`config.mk`:
```
export PLATFORM = sky130hd
export DESIGN_NAME = kmc_queue
export DESIGN_NICKNAME = d
export VERILOG_FILES = /design/src/hw/rtl/kmc_pkg.sv /design/src/hw/rtl/kmc_queue.sv
export SDC_FILE = /design/constraint.sdc
export NUM_CORES = 1
export LEC_CHECK = 0
export BUFFER_PORTS_ARGS = -buffer_cell sky130_fd_sc_hd__buf_2
export CAP_MARGIN = 20
export CORE_AREA = 2 2 228 185
export CTS_CLUSTER_SIZE = 10
export DETAILED_ROUTE_END_ITERATION = 10
export DIE_AREA = 0 0 230 187
export HOLD_SLACK_MARGIN = 0.02
export PLACE_DENSITY = 0.47
export SLEW_MARGIN = 10
export SYNTH_ARGS = -nofsm -noshare
export SYNTH_HDL_FRONTEND = slang
export SYNTH_SLANG_ARGS = --single-unit
```
`constraint.sdc`:
```
create_clock -name clock -period 3.7 [get_ports clock]
set_clock_uncertainty 0.15 [all_clocks]
set_input_delay 0.925 -clock clock [delete_from_list [all_inputs] [get_ports clock]]
set_output_delay 0.925 -clock clock [all_outputs]
set_load 0.1 [all_outputs]
```
`src/hw/rtl/kmc_pkg.sv`:
```
// ----------------------------------------------------------------------------
// K-mer match counter package
// Shared constants, codes and types for the front, queue and back modules.
// ----------------------------------------------------------------------------
package kmc_pkg;

   // Table size must be a power of two; the home slot is a bit field of the hash.
   localparam int TABLE_ENTRIES = 16384;
   localparam int SLOT_W        = $clog2(TABLE_ENTRIES);
   localparam int MAX_K         = 32;
   localparam int KEY_W         = 64;
   localparam int COUNT_W       = 32;
   localparam int LEN_W         = 6;
   localparam int QUEUE_DEPTH   = 4;
   localparam int QPTR_W        = $clog2(QUEUE_DEPTH);

   localparam logic [LEN_W-1:0] KMER_LEN_RESET = 6'd21;
   localparam logic [63:0]      HASH_MULT      = 64'h9E3779B97F4A7C15;

   // Input action codes.
   localparam logic [1:0] ACT_LOAD  = 2'd0;
   localparam logic [1:0] ACT_SCAN  = 2'd1;
   localparam logic [1:0] ACT_QUERY = 2'd2;

   // Result status codes.
   localparam logic [1:0] STATUS_OK   = 2'd0;
   localparam logic [1:0] STATUS_DUP  = 2'd1;
   localparam logic [1:0] STATUS_FULL = 2'd2;
   localparam logic [1:0] STATUS_MISS = 2'd3;

   // Classified operation handed from the front to the back.
   typedef enum logic [1:0] {
      OP_NONE,
      OP_LOAD,
      OP_SCAN,
      OP_QUERY
   } op_type;

   typedef struct packed {
      op_type              op;
      logic [KEY_W-1:0]    key;
      logic [SLOT_W-1:0]   slot;
   } job_type;

   // Queue status seen by the front.
   typedef struct packed {
      logic full;
   } queue_status_type;

   // Back status seen by the front.
   typedef struct packed {
      logic clearing;
   } back_status_type;

   typedef struct packed {
      logic               used;
      logic [KEY_W-1:0]   key;
      logic [COUNT_W-1:0] count;
   } slot_entry_type;

endpackage

```
`src/hw/rtl/kmc_queue.sv`:
```
// ----------------------------------------------------------------------------
// K-mer match counter job queue
// Small first-in first-out buffer between the front and the back.
// ----------------------------------------------------------------------------
module kmc_queue (
   input  logic                      clock,
   input  logic                      reset,
   input  logic                      push,
   input  kmc_pkg::job_type          push_job,
   output kmc_pkg::queue_status_type queue_status,
   input  logic                      pop,
   output logic                      empty,
   output kmc_pkg::job_type          head_job
);

   kmc_pkg::job_type             slots_ff [kmc_pkg::QUEUE_DEPTH];
   logic [kmc_pkg::QPTR_W-1:0]   wr_ptr_ff, rd_ptr_ff;
   logic [kmc_pkg::QPTR_W:0]     fill_ff, fill_in;

   assign empty             = (fill_ff == '0);
   assign queue_status.full = (fill_ff == (kmc_pkg::QPTR_W+1)'(kmc_pkg::QUEUE_DEPTH));
   assign head_job          = slots_ff[rd_ptr_ff];

   always_comb begin
      fill_in = fill_ff;
      if (push && !pop) begin
         fill_in = fill_ff + (kmc_pkg::QPTR_W+1)'(1);
      end else if (pop && !push) begin
         fill_in = fill_ff - (kmc_pkg::QPTR_W+1)'(1);
      end
   end

   // Pointers and fill level.
   always_ff @(posedge clock) begin
      if (reset) begin
         wr_ptr_ff <= '0;
         rd_ptr_ff <= '0;
         fill_ff   <= '0;
      end else begin
         fill_ff <= fill_in;
         if (push) begin
            wr_ptr_ff <= wr_ptr_ff + kmc_pkg::QPTR_W'(1);
         end
         if (pop) begin
            rd_ptr_ff <= rd_ptr_ff + kmc_pkg::QPTR_W'(1);
         end
      end
   end

   // Entry storage.
   always_ff @(posedge clock) begin
      if (push) begin
         slots_ff[wr_ptr_ff] <= push_job;
      end
   end

endmodule

```
==> results.md <==
- Outcome: complete, no violations
- Most area-consuming cells after synthesis: edfxtp_1, mux4_2, dfxtp_1, buf_12, ha_1
- Max clock buf depth: 3
- Slew Viols, Final: 0
- Critical-path maximum fanout: 33
- Placeable Area: 0.0411 mm^2
- Global placement routability congestion: about 0.68
- Maxcap violations: 0
- Reg2Reg Launch Point: wr_ptr_ff[0]
- Via-to-Cell Ratio: approximately 4.4
- Starting Density: about 30%
- Post-DP HPWL: roughly 14000 um
- Width of the die: between 200 and 250 um
- Largest net degree at the start of global routing: between 40 and 50
- Worst-margin pin slew: around 0.6 ns
- Main synth FF type: edfxtp_1
- Port bufs: around 170
- GRT Overall Usage: around 11%
- Clock Latency Late Sink: roughly 0.52 ns
- Static Leak: between 4 and 5 nW
- Number of diodes: 0
- DIE AREA: between 0.04 and 0.05 mm^2
- Max Fclk: 290 MHz
- Critical Path RT: approximately 2.6 ns
- IO Pins: approximately 170
- Htree depth: 2
- Pwr Density: ~640 mW/mm^2
- Critical path, cell by cell: buf_12 > mux4_2 > buf_2
- Post-synthesis xor/xnor area fraction: less than 1%
- Hold path depth: 2
- Final wirelength: approximately 23000 um
- Die Height: ~190 um
- Syn Area/Cell: about 26 um^2
- Cell Area, Synth: ~0.012 mm^2
- FP Rows: between 60 and 70
- GR Overflow Total: 0
- Area growth, synth to finish: 21.4%
- Postcts setup bufs: 0
- Root Buffer: clkbuf_16
- Most frequent cell after synthesis: edfxtp_1
- Total CTS buffers: 39
- Final setup fails: 0
- Post-synthesis cell type count: 22
- Vias: around 5.4k
- TritonCTS clock tree: built
- Antenna violations before repair: 3
- Post-CTS Resized: 0
- Worst hold path class: flip-flop to flip-flop
- Drt drc: 0
- DR iter-0 viols: about 300
- Crit path largest cell delay: 0.59 ns
- Final ANT Viol Nets: 0
- Simple-Gate Fraction of Synth Area: less than 1%
- CP arrival: 2.37 ns
- Main combinational cell family by area after synthesis: multiplexers
- Hold Buf Count CTS: 0
- Min Tclk post-route: ~3.4 ns
- Detailed-router iteration count before antenna repair: 4
- Post-synthesis sequential area ratio: roughly four fifths
- First-pass GRT wire length: ~36000 um
- Setup TNS: 0 ns
- Worst VDD drop: 0.302 mV
- Vias in the first global route: between 6k and 7k
- RSZ-0062 raised after global routing: no
- Clock sinks: around 330
- FF-to-FF setup slack: 1.82 ns
- Hold slack: 0.381 ns
- Register-to-Register Path Depth: 4
- Compound-cell area share of the yosys netlist: less than 1%
- Adder-cell share of the synthesized area: 0.685%
- Share of post-route cells with drive strength above 1: 45.4%
- Clock slew at reported path FFs: ~0.05 ns
- CP max stage cell: mux4_2
- Yosys top cell by area: edfxtp_1
- Period utilization: between 90% and 100%
- EDFF count, synth: 320
- Synth top area share: around 80%
- Post-synthesis mux area share: 15.1%
- Relative slew slack: approximately three fifths
- Synth cell count leaders: edfxtp_1, mux4_2, dfxtp_1
- Ys async rst share: 0%
- Nets: approximately 750
- #FFs+latches synth: roughly 330
- CP startpoint kind: flip-flop
- Post-synthesis instance total: 462
- Syn. warnings: 0
- Hold_sp: rd_ptr_ff[0]
- Critical Path End Type: output pin
- Synthesized Nets: about 550
- Worst Setup Path Type: flip-flop to output pin
- WL/cell: between 15 and 20 um
- Final Hold Vio Count: 0
power by group:
part	internal, mW	switching (mW)
Combinational	0.367	1.39
Sequential	4.28	0.0537
Clock	1.98	1.33
metal layers:
| metal | up-vias | wire length, um | global-route usage [%] |
|---|---|---|---|
| met3 | 52 | 1540 | 3.64 |
| met1 | 2862 | 10100 | 14.2 |
| met4 | 6 | 514 | 3.62 |
| met5 | - | 34 | 0 |
| li1 | 2365 | - | - |
| met2 | 146 | 11100 | 17.6 |
flip-flops by register name, summed over array words and instances (netlist names), named ones only:
signal,flops
slots_ff,320
fill_ff,3
rd_ptr_ff,2
wr_ptr_ff,2
final cells by class:
type | instances | area [um^2]
clock buffers | 50 | 1060
clock inverters | 3 | 15.0
fillers | 3829 | 26400
inverters | 4 | 15.0
multi-input cells | 110 | 2040
flip-flops and latches | 329 | 9800
well taps | 552 | 691
repair buffers | 178 | 1010
placed cells by master (no fill, tap or decap), drive strengths merged:
cell      synthesis  layout
a21oi             1       1
and2              4       4
buf              18     178
clkbuf            1      50
clkinv            0       2
clkinvlp          0       1
dfxtp             9       9
edfxtp          320     320
fa                1       1
ha                5       5
inv               4       4
mux2i             2       2
mux4             80      80
nand2             1       1
nor2              7       7
nor3              1       1
nor3b             1       1
o21ai             1       1
or3               1       1
xnor2             2       2
xor2              3       3
through the flow:
step                      utilization (%)  total power, mW  std cells  setup WS [ns]  cell area [um^2]
after floorplan                         -             5.88        462         0.0729             12100
after global placement               33.0             6.17       1173          0.772             13600
after detailed placement             33.0             6.19       1173          0.748             13600
after CTS                            35.6             9.55       1226          0.172             14600
after global routing                 35.6             9.74       1226          0.119             14600
final                                35.6             9.39       1226          0.257             14600
final timing paths:
check	endpoint
worst max-delay path	head_job[23]
worst min-delay path	rd_ptr_ff[0]
worst max register to register	slots_ff[0][67]
worst min register to register	rd_ptr_ff[0]
critical path: cells and delay by family (launching register included):
family                 cells  cell delay (ns)
buffers and inverters      2             0.65
multiplexers               1             0.59
flip-flops                 1             0.56
logic make-up after synthesis:
family,after synthesis
flip-flops,329
multiplexers,82
buffers and inverters,23
AND/OR/NAND/NOR,15
adder cells (fa/ha/maj),6
XOR/XNOR,5
AO/OA/AOI/OAI,2
Power figures use the tool's default switching activity.
