===== config.mk =====
export PLATFORM = sky130hd
export DESIGN_NAME = kmc_front
export DESIGN_NICKNAME = d
export VERILOG_FILES = /design/src/hw/rtl/kmc_pkg.sv /design/src/hw/rtl/kmc_front.sv
export SDC_FILE = /design/constraint.sdc
export NUM_CORES = 1
export LEC_CHECK = 0
export ABC_AREA = 1
export BUFFER_PORTS_ARGS = -buffer_cell sky130_fd_sc_hd__buf_4
export CELL_PAD_IN_SITES_DETAIL_PLACEMENT = 0
export CELL_PAD_IN_SITES_GLOBAL_PLACEMENT = 2
export CORE_MARGIN = 3
export CORE_UTILIZATION = 43
export CTS_CLUSTER_DIAMETER = 50
export DETAILED_ROUTE_END_ITERATION = 8
export PLACE_DENSITY = 0.92
export REMOVE_ABC_BUFFERS = 1
export SYNTH_ARGS = -nofsm -noshare
export SYNTH_HDL_FRONTEND = slang
export SYNTH_SLANG_ARGS = --single-unit

===== constraint.sdc =====
create_clock -name clock -period 23.3 [get_ports clock]
set_input_delay 4.66 -clock clock [delete_from_list [all_inputs] [get_ports clock]]
set_output_delay 4.66 -clock clock [all_outputs]
set_load 0.1 [all_outputs]

===== src/hw/rtl/kmc_pkg.sv =====
// ----------------------------------------------------------------------------
// K-mer match counter package
// Shared constants, codes and types for the front, queue and back modules.
// ----------------------------------------------------------------------------
package kmc_pkg;

   // Table size must be a power of two; the home slot is a bit field of the hash.
   localparam int TABLE_ENTRIES = 16384;
   localparam int SLOT_W        = $clog2(TABLE_ENTRIES);
   localparam int MAX_K         = 32;
   localparam int KEY_W         = 64;
   localparam int COUNT_W       = 32;
   localparam int LEN_W         = 6;
   localparam int QUEUE_DEPTH   = 4;
   localparam int QPTR_W        = $clog2(QUEUE_DEPTH);

   localparam logic [LEN_W-1:0] KMER_LEN_RESET = 6'd21;
   localparam logic [63:0]      HASH_MULT      = 64'h9E3779B97F4A7C15;

   // Input action codes.
   localparam logic [1:0] ACT_LOAD  = 2'd0;
   localparam logic [1:0] ACT_SCAN  = 2'd1;
   localparam logic [1:0] ACT_QUERY = 2'd2;

   // Result status codes.
   localparam logic [1:0] STATUS_OK   = 2'd0;
   localparam logic [1:0] STATUS_DUP  = 2'd1;
   localparam logic [1:0] STATUS_FULL = 2'd2;
   localparam logic [1:0] STATUS_MISS = 2'd3;

   // Classified operation handed from the front to the back.
   typedef enum logic [1:0] {
      OP_NONE,
      OP_LOAD,
      OP_SCAN,
      OP_QUERY
   } op_type;

   typedef struct packed {
      op_type              op;
      logic [KEY_W-1:0]    key;
      logic [SLOT_W-1:0]   slot;
   } job_type;

   // Queue status seen by the front.
   typedef struct packed {
      logic full;
   } queue_status_type;

   // Back status seen by the front.
   typedef struct packed {
      logic clearing;
   } back_status_type;

   typedef struct packed {
      logic               used;
      logic [KEY_W-1:0]   key;
      logic [COUNT_W-1:0] count;
   } slot_entry_type;

endpackage


===== src/hw/rtl/kmc_front.sv =====
// ----------------------------------------------------------------------------
// K-mer match counter front end
// Accepts items, keeps the read window, builds the lookup key and its home
// slot, and pushes a classified job into the queue.
// ----------------------------------------------------------------------------
module kmc_front (
   input  logic                                clock,
   input  logic                                reset,
   input  logic                                csr_wr_en,
   input  logic [kmc_pkg::LEN_W-1:0]           csr_wr_data,
   input  logic                                req_valid,
   output logic                                req_stall,
   input  logic [1:0]                          req_action,
   input  logic [kmc_pkg::KEY_W-1:0]           req_kmer_code,
   input  logic [2:0]                          req_base,
   input  logic                                req_read_start,
   input  kmc_pkg::back_status_type            back_status,
   input  kmc_pkg::queue_status_type           queue_status,
   output logic                                push,
   output kmc_pkg::job_type                    push_job
);

   logic [kmc_pkg::LEN_W-1:0]  len_ff, len_in;
   logic [kmc_pkg::KEY_W-1:0]  win_ff, win_in;
   logic [kmc_pkg::LEN_W-1:0]  run_ff, run_in;
   logic                       s1_valid_ff, s1_valid_in;
   kmc_pkg::op_type            s1_op_ff, s1_op_in;
   logic [kmc_pkg::KEY_W-1:0]  s1_key_ff, s1_key_in;
   logic [63:0]                p_ll_ff, p_ll_in;
   logic [kmc_pkg::SLOT_W-1:0] p_lh_ff, p_lh_in, p_hl_ff, p_hl_in;

   logic                       req_fire;
   logic [kmc_pkg::LEN_W-1:0]  k_eff;
   logic [kmc_pkg::KEY_W-1:0]  len_mask;
   logic [kmc_pkg::KEY_W-1:0]  win0;
   logic [kmc_pkg::LEN_W-1:0]  run0, run1;

   assign req_stall = back_status.clearing || (s1_valid_ff && queue_status.full);
   assign req_fire  = req_valid && !req_stall;
   assign push      = s1_valid_ff && !queue_status.full;

   // Effective k-mer length and its key mask.
   always_comb begin
      if (len_ff == '0) begin
         k_eff = kmc_pkg::LEN_W'(1);
      end else if (len_ff > kmc_pkg::LEN_W'(kmc_pkg::MAX_K)) begin
         k_eff = kmc_pkg::LEN_W'(kmc_pkg::MAX_K);
      end else begin
         k_eff = len_ff;
      end
      if (k_eff >= kmc_pkg::LEN_W'(32)) begin
         len_mask = '1;
      end else begin
         len_mask = (64'd1 << {k_eff, 1'b0}) - 64'd1;
      end
   end

   // Classify the item and update the read window on a scan.
   always_comb begin
      win_in    = win_ff;
      run_in    = run_ff;
      s1_op_in  = kmc_pkg::OP_NONE;
      s1_key_in = req_kmer_code & len_mask;
      win0      = req_read_start ? '0 : win_ff;
      run0      = req_read_start ? '0 : run_ff;
      run1      = (run0 > k_eff) ? k_eff : run0;
      if (run1 < k_eff) begin
         run1 = run1 + kmc_pkg::LEN_W'(1);
      end
      unique case (req_action)
         kmc_pkg::ACT_LOAD: begin
            s1_op_in = kmc_pkg::OP_LOAD;
         end
         kmc_pkg::ACT_QUERY: begin
            s1_op_in = kmc_pkg::OP_QUERY;
         end
         kmc_pkg::ACT_SCAN: begin
            if (req_base > 3'd3) begin
               win_in = '0;
               run_in = '0;
            end else begin
               win_in    = ((win0 << 2) | kmc_pkg::KEY_W'(req_base)) & len_mask;
               run_in    = run1;
               s1_key_in = win_in;
               if (run1 >= k_eff) begin
                  s1_op_in = kmc_pkg::OP_SCAN;
               end
            end
         end
         default: begin
            s1_op_in = kmc_pkg::OP_NONE;
         end
      endcase
   end

   // Partial products of the hash; the cross products keep only the home-slot bits.
   always_comb begin
      p_ll_in = s1_key_in[31:0] * kmc_pkg::HASH_MULT[31:0];
      p_lh_in = kmc_pkg::SLOT_W'(s1_key_in[kmc_pkg::SLOT_W-1:0]
                * kmc_pkg::HASH_MULT[32 +: kmc_pkg::SLOT_W]);
      p_hl_in = kmc_pkg::SLOT_W'(s1_key_in[32 +: kmc_pkg::SLOT_W]
                * kmc_pkg::HASH_MULT[kmc_pkg::SLOT_W-1:0]);
   end

   always_comb begin
      s1_valid_in = s1_valid_ff;
      if (req_fire) begin
         s1_valid_in = 1'b1;
      end else if (push) begin
         s1_valid_in = 1'b0;
      end
      len_in = csr_wr_en ? csr_wr_data : len_ff;
   end

   // Home slot is the sum of the partial products at bit 32.
   always_comb begin
      push_job.op   = s1_op_ff;
      push_job.key  = s1_key_ff;
      push_job.slot = p_ll_ff[32 +: kmc_pkg::SLOT_W] + p_lh_ff + p_hl_ff;
   end

   // Control state.
   always_ff @(posedge clock) begin
      if (reset) begin
         len_ff      <= kmc_pkg::KMER_LEN_RESET;
         win_ff      <= '0;
         run_ff      <= '0;
         s1_valid_ff <= 1'b0;
      end else begin
         len_ff      <= len_in;
         s1_valid_ff <= s1_valid_in;
         if (req_fire && (req_action == kmc_pkg::ACT_SCAN)) begin
            win_ff <= win_in;
            run_ff <= run_in;
         end
      end
   end

   // Stage payload.
   always_ff @(posedge clock) begin
      if (req_fire) begin
         s1_op_ff  <= s1_op_in;
         s1_key_ff <= s1_key_in;
         p_ll_ff   <= p_ll_in;
         p_lh_ff   <= p_lh_in;
         p_hl_ff   <= p_hl_in;
      end
   end

endmodule


==> impl_metrics.json <==
{
  "fin_cells": 3671,
  "io_pins": 164,
  "antenna_found_initial": 0,
  "fmax_ghz": 0.0748,
  "ctsResizeCount": 0,
  "busiest_layer": "met2",
  "wl_per_cell_um": 22.7,
  "slew_headroom": 0.274,
  "cp_data_required_time_ns": 23.55,
  "worst_ep_arrival_time_ns": 13.63,
  "critPathKind": "input pin to flop",
  "rsz0062_at_grt": "false",
  "slowest_stage": "nor2_1",
  "grt_use_met1": 0.394,
  "cpPeakStageDelay_ns": 0.61,
  "gp_congestion": 1.00,
  "async_flop_share": 0,
  "final_max_slew_viol_count": 0,
  "port_buffers": 163,
  "endpoint_kind": "flop",
  "hold_class": "flop to flop",
  "dp_cells": 3638,
  "synthCells": 2741,
  "fin_setup_tns_ns": 0,
  "hold_viol": 0,
  "rows": 87,
  "status": "finished, final reports clean",
  "yosys_warnings": 0,
  "setup.worst_path.start_class": "input pin",
  "design.core.area_sq_um": 57000,
  "vias": 19000,
  "drive_gt1_frac": 0.100,
  "clock_latency_ns": 0.49,
  "die_w_um": 247,
  "avgSynthCellArea_sq_um": 9.14,
  "netlist_area_sq_um": 25000,
  "min_period_ns": 13.37,
  "synthTopCellsByCount": "775 x inv_1, 379 x ha_1, 365 x fa_1",
  "synth_edf_count": 103,
  "ys.flop_type": "edfxtp_1",
  "setup-violations-final": 0,
  "synth_most_common_cell": "inv_1",
  "cts_hold_buf": 0,
  "clockRootBuffer": "clkbuf_16",
  "drtPass1Iterations": 6,
  "grt_max_degree": 119,
  "drc": 0,
  "ys_types": 55,
  "yosysSeqAreaShare": 0.183,
  "ant_nets": 0,
  "clock-sinks": 178,
  "grt_use_total": 0.281,
  "wl_mm": 83.4,
  "yosysTopAreaCellShare": 0.292,
  "globalRoute.totalOverflow": 0,
  "yosys_register_bits": 178,
  "path_clk_slew_ns": 0.08,
  "clock_path_buffers": 2,
  "grt_util_met2": 0.437,
  "area_delta_synth_final_pct": 11.2,
  "path_buf_inv": 11,
  "crit_fanout": 58,
  "met3_usage": 0.0555,
  "die_y_um": 247,
  "drtIter0Drc": 1233,
  "final_nets": 3727,
  "yosysTopAreaCell": "fa_1",
  "hpwl_mm": 72.6,
  "initial_core_util": 0.439,
  "cts_setup_buffers": 0,
  "min_period_over_period": 0.574,
  "h-tree-depth": 4,
  "maxCapViolCount": 0,
  "worstMarginPinSlew_ns": 1.08,
  "die_area_sq_um": 61200,
  "cts_inserted_buffers": 17,
  "yosys-top-cells-area": "fa_1 29%, ha_1 19%, edfxtp_1 12%",
  "skew_ns": 0.0187,
  "crit_family": "adder cells",
  "grt_pass1_wl_mm": 124,
  "via_per_inst": 5.17,
  "crit_top_cell": "fa_1",
  "tritoncts": "done",
  "first_global_vias": 19400
}
cells by family (layout without fill, tap and decap cells):
family / count (synthesis) / count (layout) / synth area share
simple gates: 536 / 536 / 0.100
other cells: 1 / 2 / 0.000150
xor+xnor: 79 / 79 / 0.0276
compound gates: 358 / 358 / 0.0789
flops: 178 / 178 / 0.183
fa+ha+maj: 744 / 744 / 0.481
buf+inv: 845 / 1018 / 0.129
worst register-to-register path, delay by kind of cell (launching register included):
family	cells	cell delay, ns
AND/OR/NAND/NOR	5	0.82
flip-flops	1	0.45
buffers and inverters	8	1.29
AO/OA/AOI/OAI	7	2.24
adder cells (fa/ha/maj)	10	4.80
XOR/XNOR	1	0.17
final timing paths:
| path | slack [ns] | depth (start not counted) | start | to |
|---|---|---|---|---|
| min | 0.47 | 2 | run_ff[1] | run_ff[1] |
| max reg2reg | 13.28 | 31 | len_ff[5] | p_ll_ff[41] |
| min reg2reg | 0.47 | 2 | run_ff[1] | run_ff[1] |
| max | 9.93 | 37 | req_action[0] | p_ll_ff[44] |
area by class of cell:
class	count	area, sq um
Multi-Input combinational cell	1718	17300
Timing Repair Buffer	197	1480
Tap cell	756	946
Antenna cell	1	2.50
Inverter	789	2970
Clock buffer	17	425
Sequential cell	178	4590
Clock inverter	15	175
Fill cell	5532	29200
cell usage in the layout, fill, tap and decap left out, drive strengths merged, types with 103 or more instances in the layout:
master / netlist / final
o21ai: 149 / 149
ha: 379 / 379
nand2: 215 / 215
nor2: 120 / 120
inv: 786 / 796
edfxtp: 103 / 103
buf: 18 / 197
a21oi: 145 / 145
nand3: 145 / 145
fa: 365 / 365
state kept, by name, indices dropped and copies added (netlist names):
register	count
len_ff	6
p_hl_ff	12
p_lh_ff	11
p_ll_ff	14
run_ff	6
s1_key_ff	64
s1_op_ff	2
s1_valid_ff	1
win_ff	62
layer usage:
metal / share of wire / vias to the layer above
met1: 0.44 / 9404
met3: 0.065 / 102
met4: 0.033 / 0
met5: 0 / -
li1: - / 8898
met2: 0.46 / 592
through the flow:
stage / hold WS (ns) / cell area, sq um / setup WS, ns / util
3_3_place_gp: 0.454 / 27200 / 9.60 / 0.478
3_5_place_dp: 0.457 / 27200 / 9.52 / 0.478
6_report: 0.472 / 27900 / 9.93 / 0.488
5_1_grt: 0.480 / 27800 / 9.50 / 0.488
2_1_floorplan: 0.434 / 24800 / 9.62 / -
4_1_cts: 0.470 / 27800 / 10.06 / 0.488
Power is left out: the tool's default activity adds up to more than one toggle a clock period on the data nets, which glitch-free logic cannot reach.
